[src/rtl/sntf_pkg.sv]
// Shared constants, register codes and the semitone ratio table for the note-to-frequency block.
package sntf_pkg;

	localparam int MASK_W    = 12;
	localparam int BASE_W    = 32;
	localparam int FREQ_W    = 48;
	localparam int STEPS_W   = 12;
	localparam int COUNT_W   = 4;
	localparam int ENTRY_W   = 4;
	localparam int ROM_W     = 33;
	localparam int REG_IDX_W = 2;

	localparam logic [REG_IDX_W-1:0] REG_TONE_MASK      = 2'd0;
	localparam logic [REG_IDX_W-1:0] REG_BASE_FREQUENCY = 2'd1;

	localparam logic [MASK_W-1:0] TONE_MASK_RESET = 12'd1193;
	localparam logic [BASE_W-1:0] BASE_RESET      = 32'd28835840;
	localparam logic [FREQ_W-1:0] FREQ_MAX        = '1;

	// 2^(m/12) in Q1.32, rounded to nearest.
	function automatic logic [ROM_W-1:0] ratio_rom32(input logic [ENTRY_W-1:0] m);
		logic [ROM_W-1:0] v;
		case (m)
			4'd0:    v = 33'd4294967296;
			4'd1:    v = 33'd4550359342;
			4'd2:    v = 33'd4820937788;
			4'd3:    v = 33'd5107605667;
			4'd4:    v = 33'd5411319705;
			4'd5:    v = 33'd5733093519;
			4'd6:    v = 33'd6074001001;
			4'd7:    v = 33'd6435179895;
			4'd8:    v = 33'd6817835604;
			4'd9:    v = 33'd7223245206;
			4'd10:   v = 33'd7652761717;
			4'd11:   v = 33'd8107818609;
			default: v = 33'd4294967296;
		endcase
		return v;
	endfunction

	// Ratio rounded half up to frac_bits fraction bits.
	function automatic logic [ROM_W-1:0] ratio_round(input logic [ENTRY_W-1:0] m,
			input int unsigned frac_bits);
		logic [ROM_W-1:0] v;
		int unsigned sh;
		v  = ratio_rom32(m);
		sh = 32 - frac_bits;
		if (sh == 0) begin
			return v;
		end
		return (v + (ROM_W'(1) << (sh - 1))) >> sh;
	endfunction

	function automatic logic [COUNT_W-1:0] popcount12(input logic [MASK_W-1:0] mask);
		logic [COUNT_W-1:0] c;
		c = '0;
		for (int k = 0; k < MASK_W; k++) begin
			c = c + COUNT_W'(mask[k]);
		end
		return c;
	endfunction

endpackage

[src/rtl/sntf_if.sv]
// Handshake channels of the note-to-frequency block: notes in, results out, register writes.
interface sntf_note_if #(parameter int NOTE_W = 8);
	logic              valid;
	logic              ready;
	logic [NOTE_W-1:0] note_number;

	modport source (output valid, output note_number, input ready);
	modport sink   (input valid, input note_number, output ready);
endinterface

interface sntf_freq_if;
	logic                           valid;
	logic                           ready;
	logic [sntf_pkg::FREQ_W-1:0]    frequency;
	logic                           saturated;
	logic [sntf_pkg::STEPS_W-1:0]   halfsteps;

	modport source (output valid, output frequency, output saturated, output halfsteps,
		input ready);
	modport sink   (input valid, input frequency, input saturated, input halfsteps,
		output ready);
endinterface

interface sntf_cfg_if;
	logic                            valid;
	logic                            ready;
	logic [sntf_pkg::REG_IDX_W-1:0]  index;
	logic [sntf_pkg::BASE_W-1:0]     data;

	modport source (output valid, output index, output data, input ready);
	modport sink   (input valid, input index, input data, output ready);
endinterface

[src/rtl/sntf_div.sv]
// Pipelined restoring divider: splits the note into octave (quotient) and scale index (remainder).
module sntf_div #(
	parameter int NOTE_BITS = 8
) (
	input  logic                          clk,
	input  logic                          arst_n,
	input  logic                          in_valid,
	output logic                          in_ready,
	input  logic [NOTE_BITS-1:0]          note,
	input  logic [sntf_pkg::COUNT_W-1:0]  count,
	output logic                          out_valid,
	input  logic                          out_ready,
	output logic [NOTE_BITS-1:0]          quotient,
	output logic [sntf_pkg::COUNT_W-1:0]  remainder
);
	import sntf_pkg::*;

	localparam int DB  = 4;
	localparam int NS  = (NOTE_BITS + DB - 1) / DB;
	localparam int NPW = NS * DB;

	logic [NPW-1:0]     dq_s  [NS];
	logic [COUNT_W-1:0] rem_s [NS];
	logic [NS-1:0]      valid_s;
	logic [NS-1:0]      adv;

	for (genvar k = 0; k < NS; k++) begin : g_stage
		logic [NPW-1:0]     dq_i;
		logic [NPW-1:0]     dq_o;
		logic [COUNT_W-1:0] rem_i;
		logic [COUNT_W-1:0] rem_o;
		logic               v_i;
		logic               nxt_adv;

		if (k == 0) begin : g_first
			assign dq_i  = NPW'(note);
			assign rem_i = '0;
			assign v_i   = in_valid;
		end else begin : g_next
			assign dq_i  = dq_s[k-1];
			assign rem_i = rem_s[k-1];
			assign v_i   = valid_s[k-1];
		end

		if (k == NS - 1) begin : g_last
			assign nxt_adv = out_ready;
		end else begin : g_mid
			assign nxt_adv = adv[k+1];
		end

		assign adv[k] = !valid_s[k] || nxt_adv;

		// The dividend shifts out at the top while quotient bits enter at the bottom.
		always_comb begin
			logic [COUNT_W:0] trial;
			dq_o  = dq_i;
			rem_o = rem_i;
			for (int j = 0; j < DB; j++) begin
				trial = {rem_o, dq_o[NPW-1]};
				dq_o  = {dq_o[NPW-2:0], 1'b0};
				if (trial >= {1'b0, count}) begin
					trial   = trial - {1'b0, count};
					dq_o[0] = 1'b1;
				end
				rem_o = trial[COUNT_W-1:0];
			end
		end

		always_ff @(posedge clk or negedge arst_n) begin
			if (!arst_n) begin
				valid_s[k] <= 1'b0;
			end else if (adv[k]) begin
				valid_s[k] <= v_i;
			end
		end

		always_ff @(posedge clk) begin
			if (adv[k]) begin
				dq_s[k]  <= dq_o;
				rem_s[k] <= rem_o;
			end
		end
	end

	assign in_ready  = adv[0];
	assign out_valid = valid_s[NS-1];
	assign quotient  = dq_s[NS-1][NOTE_BITS-1:0];
	assign remainder = rem_s[NS-1];

endmodule

[src/rtl/sntf_mul.sv]
// Scale map lookup, ratio table and the two-step product of base frequency and ratio.
module sntf_mul #(
	parameter int NOTE_BITS           = 8,
	parameter int RATIO_FRACTION_BITS = 24,
	parameter int PW                  = 32 + RATIO_FRACTION_BITS + 1
) (
	input  logic                          clk,
	input  logic                          arst_n,
	input  logic                          in_valid,
	output logic                          in_ready,
	input  logic [NOTE_BITS-1:0]          octave,
	input  logic [sntf_pkg::COUNT_W-1:0]  remainder,
	input  logic [sntf_pkg::MASK_W-1:0]   tone_mask,
	input  logic [sntf_pkg::BASE_W-1:0]   base_frequency,
	output logic                          out_valid,
	input  logic                          out_ready,
	output logic [PW-1:0]                 product,
	output logic [NOTE_BITS-1:0]          octave_out,
	output logic [sntf_pkg::STEPS_W-1:0]  halfsteps
);
	import sntf_pkg::*;

	localparam int RW  = RATIO_FRACTION_BITS + 1;
	localparam int LW  = RW / 2;
	localparam int HW  = RW - LW;

	logic [ENTRY_W-1:0]   entry;
	logic [ROM_W-1:0]     ratio_full;

	logic                 valid_s1, valid_s2, valid_s3;
	logic                 adv1, adv2, adv3;
	logic [ENTRY_W-1:0]   entry_s1;
	logic [RW-1:0]        ratio_s1;
	logic [NOTE_BITS-1:0] oct_s1, oct_s2, oct_s3;
	logic [BASE_W+HW-1:0] pp_hi_s2;
	logic [BASE_W+LW-1:0] pp_lo_s2;
	logic [STEPS_W-1:0]   steps_s2, steps_s3;
	logic [PW-1:0]        prod_s3;

	// The map entry is the semitone whose set bit has exactly 'remainder' set bits below it.
	always_comb begin
		logic [COUNT_W-1:0] below;
		entry = '0;
		for (int k = 0; k < MASK_W; k++) begin
			below = '0;
			for (int b = 0; b < k; b++) begin
				below = below + COUNT_W'(tone_mask[b]);
			end
			if (tone_mask[k] && below == remainder) begin
				entry = ENTRY_W'(k);
			end
		end
	end

	assign ratio_full = ratio_round(entry, RATIO_FRACTION_BITS);

	assign adv3 = !valid_s3 || out_ready;
	assign adv2 = !valid_s2 || adv3;
	assign adv1 = !valid_s1 || adv2;

	always_ff @(posedge clk or negedge arst_n) begin
		if (!arst_n) begin
			valid_s1 <= 1'b0;
			valid_s2 <= 1'b0;
			valid_s3 <= 1'b0;
		end else begin
			if (adv1) begin
				valid_s1 <= in_valid;
			end
			if (adv2) begin
				valid_s2 <= valid_s1;
			end
			if (adv3) begin
				valid_s3 <= valid_s2;
			end
		end
	end

	always_ff @(posedge clk) begin
		if (adv1) begin
			entry_s1 <= entry;
			ratio_s1 <= ratio_full[RW-1:0];
			oct_s1   <= octave;
		end
		if (adv2) begin
			pp_hi_s2 <= base_frequency * ratio_s1[RW-1:LW];
			pp_lo_s2 <= base_frequency * ratio_s1[LW-1:0];
			oct_s2   <= oct_s1;
			steps_s2 <= STEPS_W'({oct_s1, 3'b000}) + STEPS_W'({oct_s1, 2'b00})
				+ STEPS_W'(entry_s1);
		end
		if (adv3) begin
			prod_s3  <= (PW'(pp_hi_s2) << LW) + PW'(pp_lo_s2);
			oct_s3   <= oct_s2;
			steps_s3 <= steps_s2;
		end
	end

	assign in_ready   = adv1;
	assign out_valid  = valid_s3;
	assign product    = prod_s3;
	assign octave_out = oct_s3;
	assign halfsteps  = steps_s3;

endmodule

[src/rtl/sntf_shift.sv]
// Octave shift with round-half-up, saturation to 48 bits, and the output register.
module sntf_shift #(
	parameter int NOTE_BITS           = 8,
	parameter int RATIO_FRACTION_BITS = 24,
	parameter int PW                  = 32 + RATIO_FRACTION_BITS + 1
) (
	input  logic                          clk,
	input  logic                          arst_n,
	input  logic                          in_valid,
	output logic                          in_ready,
	input  logic [PW-1:0]                 product,
	input  logic [NOTE_BITS-1:0]          octave,
	input  logic [sntf_pkg::STEPS_W-1:0]  halfsteps_in,
	input  logic                          empty,
	input  logic [sntf_pkg::BASE_W-1:0]   base_frequency,
	output logic                          out_valid,
	input  logic                          out_ready,
	output logic [sntf_pkg::FREQ_W-1:0]   frequency,
	output logic                          saturated,
	output logic [sntf_pkg::STEPS_W-1:0]  halfsteps
);
	import sntf_pkg::*;

	localparam int CW = (NOTE_BITS > 6 ? NOTE_BITS : 6) + 1;
	localparam int VW = (PW + 1 > FREQ_W + 1) ? PW + 1 : FREQ_W + 1;
	localparam logic [CW-1:0] RFB_C = CW'(RATIO_FRACTION_BITS);
	localparam logic [CW-1:0] SHIFT_LIMIT = CW'(FREQ_W);

	logic [CW-1:0]      oct_c, lsh_full, rsh_full;
	logic [5:0]         lsh, rsh;
	logic               go_left, too_far;
	logic [VW-1:0]      p_ext, shl, pa, shr;
	logic [FREQ_W-1:0]  cap;
	logic               ovf;
	logic [FREQ_W-1:0]  value;
	logic [FREQ_W-1:0]  freq_nx;
	logic               sat_nx;

	logic               valid_s1, adv;
	logic [FREQ_W-1:0]  freq_s1;
	logic               sat_s1;
	logic [STEPS_W-1:0] steps_s1;

	assign oct_c    = CW'(octave);
	assign go_left  = oct_c >= RFB_C;
	assign lsh_full = oct_c - RFB_C;
	assign rsh_full = RFB_C - oct_c;
	assign too_far  = lsh_full >= SHIFT_LIMIT;
	assign lsh      = lsh_full[5:0];
	assign rsh      = rsh_full[5:0];
	assign p_ext    = VW'(product);
	assign cap      = FREQ_MAX >> lsh;
	assign shl      = p_ext << lsh;
	assign pa       = p_ext + (VW'(1) << (rsh - 6'd1));
	assign shr      = pa >> rsh;

	always_comb begin
		if (go_left) begin
			// A zero product never overflows, however far it is shifted.
			ovf   = (product != '0) && (too_far || p_ext > VW'(cap));
			value = shl[FREQ_W-1:0];
		end else begin
			ovf   = |shr[VW-1:FREQ_W];
			value = shr[FREQ_W-1:0];
		end
		if (empty) begin
			freq_nx = FREQ_W'(base_frequency);
			sat_nx  = 1'b0;
		end else if (ovf) begin
			freq_nx = FREQ_MAX;
			sat_nx  = 1'b1;
		end else begin
			freq_nx = value;
			sat_nx  = 1'b0;
		end
	end

	assign adv = !valid_s1 || out_ready;

	always_ff @(posedge clk or negedge arst_n) begin
		if (!arst_n) begin
			valid_s1 <= 1'b0;
		end else if (adv) begin
			valid_s1 <= in_valid;
		end
	end

	always_ff @(posedge clk) begin
		if (adv) begin
			freq_s1  <= freq_nx;
			sat_s1   <= sat_nx;
			steps_s1 <= empty ? '0 : halfsteps_in;
		end
	end

	assign in_ready  = adv;
	assign out_valid = valid_s1;
	assign frequency = freq_s1;
	assign saturated = sat_s1;
	assign halfsteps = steps_s1;

endmodule

[src/rtl/scale_note_to_frequency.sv]
// Top level of the scale-note-to-frequency pipeline with its configuration registers.
//
//   Port   Role    Carries
//   note   sink    note_number (NOTE_BITS bits)
//   result source  frequency (Q32.16), saturated, halfsteps
//   cfg    sink    index, data: 0 = tone_mask, 1 = base_frequency
//
// One note is taken per cycle while the pipeline is not full and stalled. The stages are
// divider stages of four quotient bits each, map and ratio lookup, the split 32-bit multiply,
// the sum of partial products, and the shift and saturate stage that is also the output register.
// Reset clears the valid bits and loads the minor pentatonic mask and 440 Hz.
// Each stage holds while its successor is full and stalled, so bubbles still fill.
module scale_note_to_frequency #(
	parameter int NOTE_BITS           = 8,
	parameter int RATIO_FRACTION_BITS = 24
) (
	input  logic         clk,
	input  logic         arst_n,
	sntf_note_if.sink    note,
	sntf_freq_if.source  result,
	sntf_cfg_if.sink     cfg
);
	import sntf_pkg::*;

	localparam int PW = 32 + RATIO_FRACTION_BITS + 1;

	logic [MASK_W-1:0]    tone_mask_q;
	logic [BASE_W-1:0]    base_frequency_q;
	logic [COUNT_W-1:0]   count;
	logic                 empty;

	logic                 div_valid, div_ready;
	logic [NOTE_BITS-1:0] div_quotient;
	logic [COUNT_W-1:0]   div_remainder;

	logic                 mul_valid, mul_ready;
	logic [PW-1:0]        mul_product;
	logic [NOTE_BITS-1:0] mul_octave;
	logic [STEPS_W-1:0]   mul_halfsteps;

	assign cfg.ready = 1'b1;

	always_ff @(posedge clk or negedge arst_n) begin
		if (!arst_n) begin
			tone_mask_q      <= TONE_MASK_RESET;
			base_frequency_q <= BASE_RESET;
		end else if (cfg.valid) begin
			case (cfg.index)
				REG_TONE_MASK:      tone_mask_q      <= cfg.data[MASK_W-1:0];
				REG_BASE_FREQUENCY: base_frequency_q <= cfg.data;
				default: ;
			endcase
		end
	end

	assign count = popcount12(tone_mask_q);
	assign empty = (tone_mask_q == '0);

	sntf_div #(
		.NOTE_BITS (NOTE_BITS)
	) u_div (
		.clk       (clk),
		.arst_n    (arst_n),
		.in_valid  (note.valid),
		.in_ready  (note.ready),
		.note      (NOTE_BITS'(note.note_number)),
		.count     (count),
		.out_valid (div_valid),
		.out_ready (div_ready),
		.quotient  (div_quotient),
		.remainder (div_remainder)
	);

	sntf_mul #(
		.NOTE_BITS           (NOTE_BITS),
		.RATIO_FRACTION_BITS (RATIO_FRACTION_BITS),
		.PW                  (PW)
	) u_mul (
		.clk            (clk),
		.arst_n         (arst_n),
		.in_valid       (div_valid),
		.in_ready       (div_ready),
		.octave         (div_quotient),
		.remainder      (div_remainder),
		.tone_mask      (tone_mask_q),
		.base_frequency (base_frequency_q),
		.out_valid      (mul_valid),
		.out_ready      (mul_ready),
		.product        (mul_product),
		.octave_out     (mul_octave),
		.halfsteps      (mul_halfsteps)
	);

	sntf_shift #(
		.NOTE_BITS           (NOTE_BITS),
		.RATIO_FRACTION_BITS (RATIO_FRACTION_BITS),
		.PW                  (PW)
	) u_shift (
		.clk            (clk),
		.arst_n         (arst_n),
		.in_valid       (mul_valid),
		.in_ready       (mul_ready),
		.product        (mul_product),
		.octave         (mul_octave),
		.halfsteps_in   (mul_halfsteps),
		.empty          (empty),
		.base_frequency (base_frequency_q),
		.out_valid      (result.valid),
		.out_ready      (result.ready),
		.frequency      (result.frequency),
		.saturated      (result.saturated),
		.halfsteps      (result.halfsteps)
	);

	// A clamped result always reads as full scale.
	assert property (@(posedge clk) disable iff (!arst_n)
		result.valid && result.saturated |-> result.frequency == FREQ_MAX)
	else $error("saturated result is not full scale");

	// An empty scale passes the base frequency through unscaled.
	assert property (@(posedge clk) disable iff (!arst_n)
		result.valid && empty |->
			result.frequency == FREQ_W'(base_frequency_q) && !result.saturated
			&& result.halfsteps == '0)
	else $error("empty scale did not return the base frequency");

endmodule
[src/flat_wrapper.sv]
// flat-port wrapper written by rule: the top's interface ports become plain ports
module scale_note_to_frequency_flat import sntf_pkg::*;
#(
	parameter int NOTE_BITS           = 8,
	parameter int RATIO_FRACTION_BITS = 24
)
  (clk, arst_n, note_valid, note_note_number, note_ready, result_valid, result_frequency, result_saturated, result_halfsteps, result_ready, cfg_valid, cfg_index, cfg_data, cfg_ready);
  sntf_note_if note_i ();
  sntf_freq_if result_i ();
  sntf_cfg_if cfg_i ();
  input  logic clk;
  input  logic arst_n;
  input wire logic [$bits(note_i.valid)-1:0] note_valid;
  input wire logic [$bits(note_i.note_number)-1:0] note_note_number;
  output wire logic [$bits(note_i.ready)-1:0] note_ready;
  output wire logic [$bits(result_i.valid)-1:0] result_valid;
  output wire logic [$bits(result_i.frequency)-1:0] result_frequency;
  output wire logic [$bits(result_i.saturated)-1:0] result_saturated;
  output wire logic [$bits(result_i.halfsteps)-1:0] result_halfsteps;
  input wire logic [$bits(result_i.ready)-1:0] result_ready;
  input wire logic [$bits(cfg_i.valid)-1:0] cfg_valid;
  input wire logic [$bits(cfg_i.index)-1:0] cfg_index;
  input wire logic [$bits(cfg_i.data)-1:0] cfg_data;
  output wire logic [$bits(cfg_i.ready)-1:0] cfg_ready;
  assign note_i.valid = note_valid;
  assign note_i.note_number = note_note_number;
  assign note_ready = note_i.ready;
  assign result_valid = result_i.valid;
  assign result_frequency = result_i.frequency;
  assign result_saturated = result_i.saturated;
  assign result_halfsteps = result_i.halfsteps;
  assign result_i.ready = result_ready;
  assign cfg_i.valid = cfg_valid;
  assign cfg_i.index = cfg_index;
  assign cfg_i.data = cfg_data;
  assign cfg_ready = cfg_i.ready;
  scale_note_to_frequency #(.NOTE_BITS(NOTE_BITS), .RATIO_FRACTION_BITS(RATIO_FRACTION_BITS)) u_core (.clk(clk), .arst_n(arst_n), .note(note_i), .result(result_i), .cfg(cfg_i));
endmodule
[config.mk]
export PLATFORM = sky130hd
export DESIGN_NAME = scale_note_to_frequency_flat
export DESIGN_NICKNAME = d
export VERILOG_FILES = /design/src/rtl/sntf_pkg.sv /design/src/rtl/sntf_if.sv /design/src/rtl/sntf_div.sv /design/src/rtl/sntf_mul.sv /design/src/rtl/sntf_shift.sv /design/src/rtl/scale_note_to_frequency.sv /design/src/flat_wrapper.sv
export SDC_FILE = /design/constraint.sdc
export NUM_CORES = 2
export LEC_CHECK = 0
export BUFFER_PORTS_ARGS = -buffer_cell sky130_fd_sc_hd__buf_2
export CORE_MARGIN = 3
export CORE_UTILIZATION = 59
export CTS_CLUSTER_DIAMETER = 100
export DETAILED_ROUTE_END_ITERATION = 10
export HOLD_SLACK_MARGIN = 0.05
export PLACE_DENSITY = 0.79
export SETUP_SLACK_MARGIN = 0.4
export SYNTH_ARGS = -nofsm -noshare
export SYNTH_HDL_FRONTEND = slang
export SYNTH_SLANG_ARGS = --single-unit
[constraint.sdc]
create_clock -name clk -period 11.4 [get_ports clk]
set_input_delay 2.28 -clock clk [delete_from_list [all_inputs] [get_ports clk]]
set_output_delay 2.28 -clock clk [all_outputs]
set_load 0.05 [all_outputs]
==> reports/qor.json <==
{
  "run_status": {"value": "finished, final reports clean"},
  "r2r.worst_path.cells": {"value": 44},
  "clock-sinks": {"value": 358},
  "yosys_warnings": {"value": 0},
  "clk-insertion-delay-late": {"value": 0.63, "unit": "ns"},
  "dr.pass1.iters": {"value": 6},
  "netlist_area": {"value": 54500, "unit": "µm²"},
  "cts_buffers": {"value": 43},
  "whs_path_depth": {"value": 0},
  "drt_iter0_drc": {"value": 4895},
  "route.detailed.wl_per_inst": {"value": 24.6, "unit": "µm"},
  "synth_cell_type_count": {"value": 113},
  "crit_required": {"value": 11.75, "unit": "ns"},
  "timing_worst_setup_path_type": {"value": "flip-flop to flip-flop"},
  "routed_via_density": {"value": 6.44},
  "min-delay-path-class": {"value": "flip-flop to flip-flop"},
  "end_kind": {"value": "flip-flop"},
  "htree_num_levels": {"value": 2},
  "routed-via-count": {"value": 45800},
  "most_numerous_cell_on_the_critical_path": {"value": "sky130_fd_sc_hd__ha_1"},
  "synth_sequential_area_ratio": {"value": 19.3, "unit": "%"},
  "core_area": {"value": 90800, "unit": "µm²"},
  "die_w": {"value": 310, "unit": "µm"},
  "worstHoldEndpoint": {"value": "u_core.u_mul.product[5]"},
  "worst_ep_arrival_time": {"value": 10.66, "unit": "ns"},
  "number_of_max_slew_violations_in_the_final_report": {"value": 0},
  "relSlewSlack": {"value": 25.8, "unit": "%"},
  "grt_use_met3": {"value": 8.77, "unit": "%"},
  "worstReg2RegStart": {"value": "u_core.tone_mask_q[0]"},
  "clk_path_buf_depth": {"value": 3},
  "die_h": {"value": 310, "unit": "µm"},
  "portBuffers": {"value": 109},
  "number_of_nets_with_antenna_violations_after_detailed_routing": {"value": 0},
  "count_of_flip_flops_with_a_built_in_enable_after_synthesis": {"value": 308},
  "starting_density_of_the_core": {"value": 60.0, "unit": "%"},
  "design.portCount": {"value": 111},
  "hold_path.startpoint": {"value": "u_core.u_mul.pp_lo_s2[5]"},
  "rsz0062_at_grt": {"value": "no"},
  "critical-path-slowest-cell": {"value": "sky130_fd_sc_hd__dfstp_2"},
  "setup.worst_path.start_class": {"value": "flip-flop"},
  "tritoncts": {"value": "built"},
  "path_clk_slew": {"value": 0.06, "unit": "ns"},
  "finalSetupTns": {"value": 0, "unit": "ns"},
  "grt_max_degree": {"value": 119},
  "global_route.usage.met1": {"value": 46.5, "unit": "%"},
  "yosys_most_used_dff": {"value": "sky130_fd_sc_hd__edfxtp_1"},
  "finClkSkew": {"value": 0.0563, "unit": "ns"},
  "fin_nets": {"value": 6972},
  "antenna_found_initial": {"value": 4},
  "grt_most_used_layer": {"value": "met2"},
  "gp_congestion": {"value": 1.01},
  "synthesis.area_per_instance": {"value": 9.11, "unit": "µm²"},
  "route.final.wire_length": {"value": 174000, "unit": "µm"},
  "rrSetupSlack": {"value": 1.08, "unit": "ns"},
  "drv.max_cap_violation_count": {"value": 0},
  "areaGrowthSynthToFinish": {"value": 5.40, "unit": "%"},
  "globalRouteMet2Util": {"value": 59.2, "unit": "%"},
  "slew_of_the_pin_with_the_lowest_slew_margin": {"value": 1.11, "unit": "ns"},
  "dpl.hpwl": {"value": 134000, "unit": "µm"},
  "num_rows": {"value": 110},
  "critPathMaxStageDelay": {"value": 0.58, "unit": "ns"},
  "critical_path_peak_fanout": {"value": 7},
  "root_buffer": {"value": "sky130_fd_sc_hd__clkbuf_16"},
  "grt_overflow_total": {"value": 0},
  "setup-violations-final": {"value": 0},
  "grt_pass1_vias": {"value": 46300},
  "period_share": {"value": 90.5, "unit": "%"},
  "drt_drc_violations_left": {"value": 0},
  "crit-reg2reg-capture": {"value": "u_core.u_div.rem_s[0][4]"},
  "final_hold_viol_count": {"value": 0},
  "die-area": {"value": 96100, "unit": "µm²"},
  "highest_clock_rate": {"value": 96.9, "unit": "MHz"},
  "grt_util_all_layers": {"value": 36.7, "unit": "%"},
  "grt_first_pass_wirelength": {"value": 270000, "unit": "µm"},
  "final_layout_size_suffix_gt1_share": {"value": 9.14, "unit": "%"},
  "synthArstFlopShare": {"value": 14.0, "unit": "%"},
  "finalWorstPathRequiredPeriod": {"value": 10.32, "unit": "ns"},
  "netlist_instances": {"value": 5982},
  "cts_hold_repair.buffers": {"value": 0},
  "synth-seq-cells": {"value": 358}
}
==> cells in the final DEF, fill, tap and decap left out, drive strengths merged, types with 40 or more instances in the layout <==
master,n
a211oi,80
inv,667
clkbuf,49
xor2,76
and2,330
nand4,62
mux2i,91
a21oi,275
edfxtp,308
nand2b,42
ha,394
nor3,86
nand2,873
a21o,80
o21a,51
nand3,93
buf,219
xnor2,145
mux2,68
dfrtp,40
o211ai,48
mux4,57
a31oi,68
fa,643
o21ai,211
nor2,338
==> worst max-delay path, delay by kind of cell, from the launching register on <==
family | cells | cell delay (ns)
XOR/XNOR | 5 | 1.10
flip-flops | 1 | 0.58
AND/OR/NAND/NOR | 9 | 0.92
buffers and inverters | 1 | 0.17
AO/OA/AOI/OAI | 13 | 1.87
multiplexers | 2 | 0.59
adder cells (fa/ha/maj) | 14 | 4.81
==> worst max path at each step <==
stage / from / end / slack [ns] / depth (start not counted)
finish: u_core.tone_mask_q[0] / u_core.u_div.rem_s[0][4] / 1.08 / 44
global route: u_core.tone_mask_q[0] / u_core.u_div.rem_s[0][4] / 0.41 / 44
global placement: u_core.tone_mask_q[0] / u_core.u_div.rem_s[0][4] / 0.56 / 43
floorplan: u_core.tone_mask_q[0] / u_core.u_div.rem_s[0][6] / 0.77 / 43
CTS: u_core.tone_mask_q[0] / u_core.u_div.rem_s[0][4] / 0.50 / 44
detailed placement: u_core.tone_mask_q[0] / u_core.u_div.rem_s[0][6] / 0.53 / 44
==> timing repair <==
action / 4_1_cts / 5_1_grt
gates resized for setup: 0 / 17
buffers inserted: 0 / 4
setup endpoints to repair: 0 / 10
==> final cells by class <==
type	count	area, µm²
multi-input combinational	4604	40100
sequential	358	10500
clock buffer	49	1140
tap	1176	1470
fill	7502	33400
inverter	662	2480
clock inverter	30	334
timing repair buffer	219	1380
antenna	5	12.5
==> flip-flops by register name, summed over array words and instances, names as in the netlist, 4 cells and up <==
register,count
u_core.u_mul.product,57
u_core.u_mul.oct_s2,8
u_core.base_frequency_q,32
u_core.u_mul.entry_s1,4
u_core.u_div.dq_s,16
u_core.u_mul.ratio_s1,25
u_core.u_shift.frequency,48
u_core.u_div.rem_s,8
u_core.u_shift.halfsteps,12
u_core.u_mul.pp_hi_s2,45
u_core.u_mul.oct_s1,8
u_core.u_mul.steps_s2,12
u_core.tone_mask_q,12
u_core.u_mul.halfsteps,12
u_core.u_mul.pp_lo_s2,44
u_core.u_mul.octave_out,8
==> synth_stat cells (67+ instances only) <==
master / instances / area (µm²)
sky130_fd_sc_hd__fa_1: 643 / 12900
sky130_fd_sc_hd__edfxtp_1: 308 / 9250
sky130_fd_sc_hd__clkbuf_1: 259 / 972
sky130_fd_sc_hd__a21oi_1: 271 / 1360
sky130_fd_sc_hd__inv_1: 657 / 2470
sky130_fd_sc_hd__nand3_1: 92 / 460
sky130_fd_sc_hd__nor2_1: 338 / 1270
sky130_fd_sc_hd__nand2_1: 873 / 3280
sky130_fd_sc_hd__o21ai_0: 202 / 1010
sky130_fd_sc_hd__mux2_2: 67 / 754
sky130_fd_sc_hd__mux2i_1: 90 / 901
sky130_fd_sc_hd__a211oi_1: 78 / 586
sky130_fd_sc_hd__a21o_1: 80 / 601
sky130_fd_sc_hd__xnor2_1: 144 / 1260
sky130_fd_sc_hd__and2_1: 330 / 2060
sky130_fd_sc_hd__nor3_1: 85 / 425
sky130_fd_sc_hd__ha_1: 394 / 4930
sky130_fd_sc_hd__xor2_1: 75 / 657
==> layer usage <==
layer / part of all wire, % / up-vias
met2: 46 / 2459
met3: 10 / 561
met4: 6.0 / 0
met5: 0 / -
met1: 37 / 22600
li1: - / 20200
==> metrics by stage <==
step / cells / hold WS [ns] / instance area (µm²) / util [%] / setup slack (ns)
2_1_floorplan: 5983 / 0.400 / 54500 / - / 0.773
3_3_place_gp: 7015 / 0.401 / 55900 / 61.5 / 0.559
3_5_place_dp: 7015 / 0.405 / 55900 / 61.5 / 0.533
4_1_cts: 7094 / 0.417 / 57300 / 63.1 / 0.500
5_1_grt: 7098 / 0.423 / 57400 / 63.2 / 0.407
6_report: 7103 / 0.417 / 57500 / 63.3 / 1.08
==> kinds of logic after synthesis <==
logic type | count (synthesis) | synth area share (%)
compound gates | 1112 | 14.1
xor+xnor | 225 | 3.75
fa+ha+maj | 1038 | 32.7
buf+inv | 1021 | 7.39
flops | 358 | 19.3
mux | 216 | 5.45
other cells | 1 | 0.00688
simple gates | 2011 | 17.3
Power is left out: the tool's default activity adds up to more than one toggle a clock period on the data nets, which glitch-free logic cannot reach.
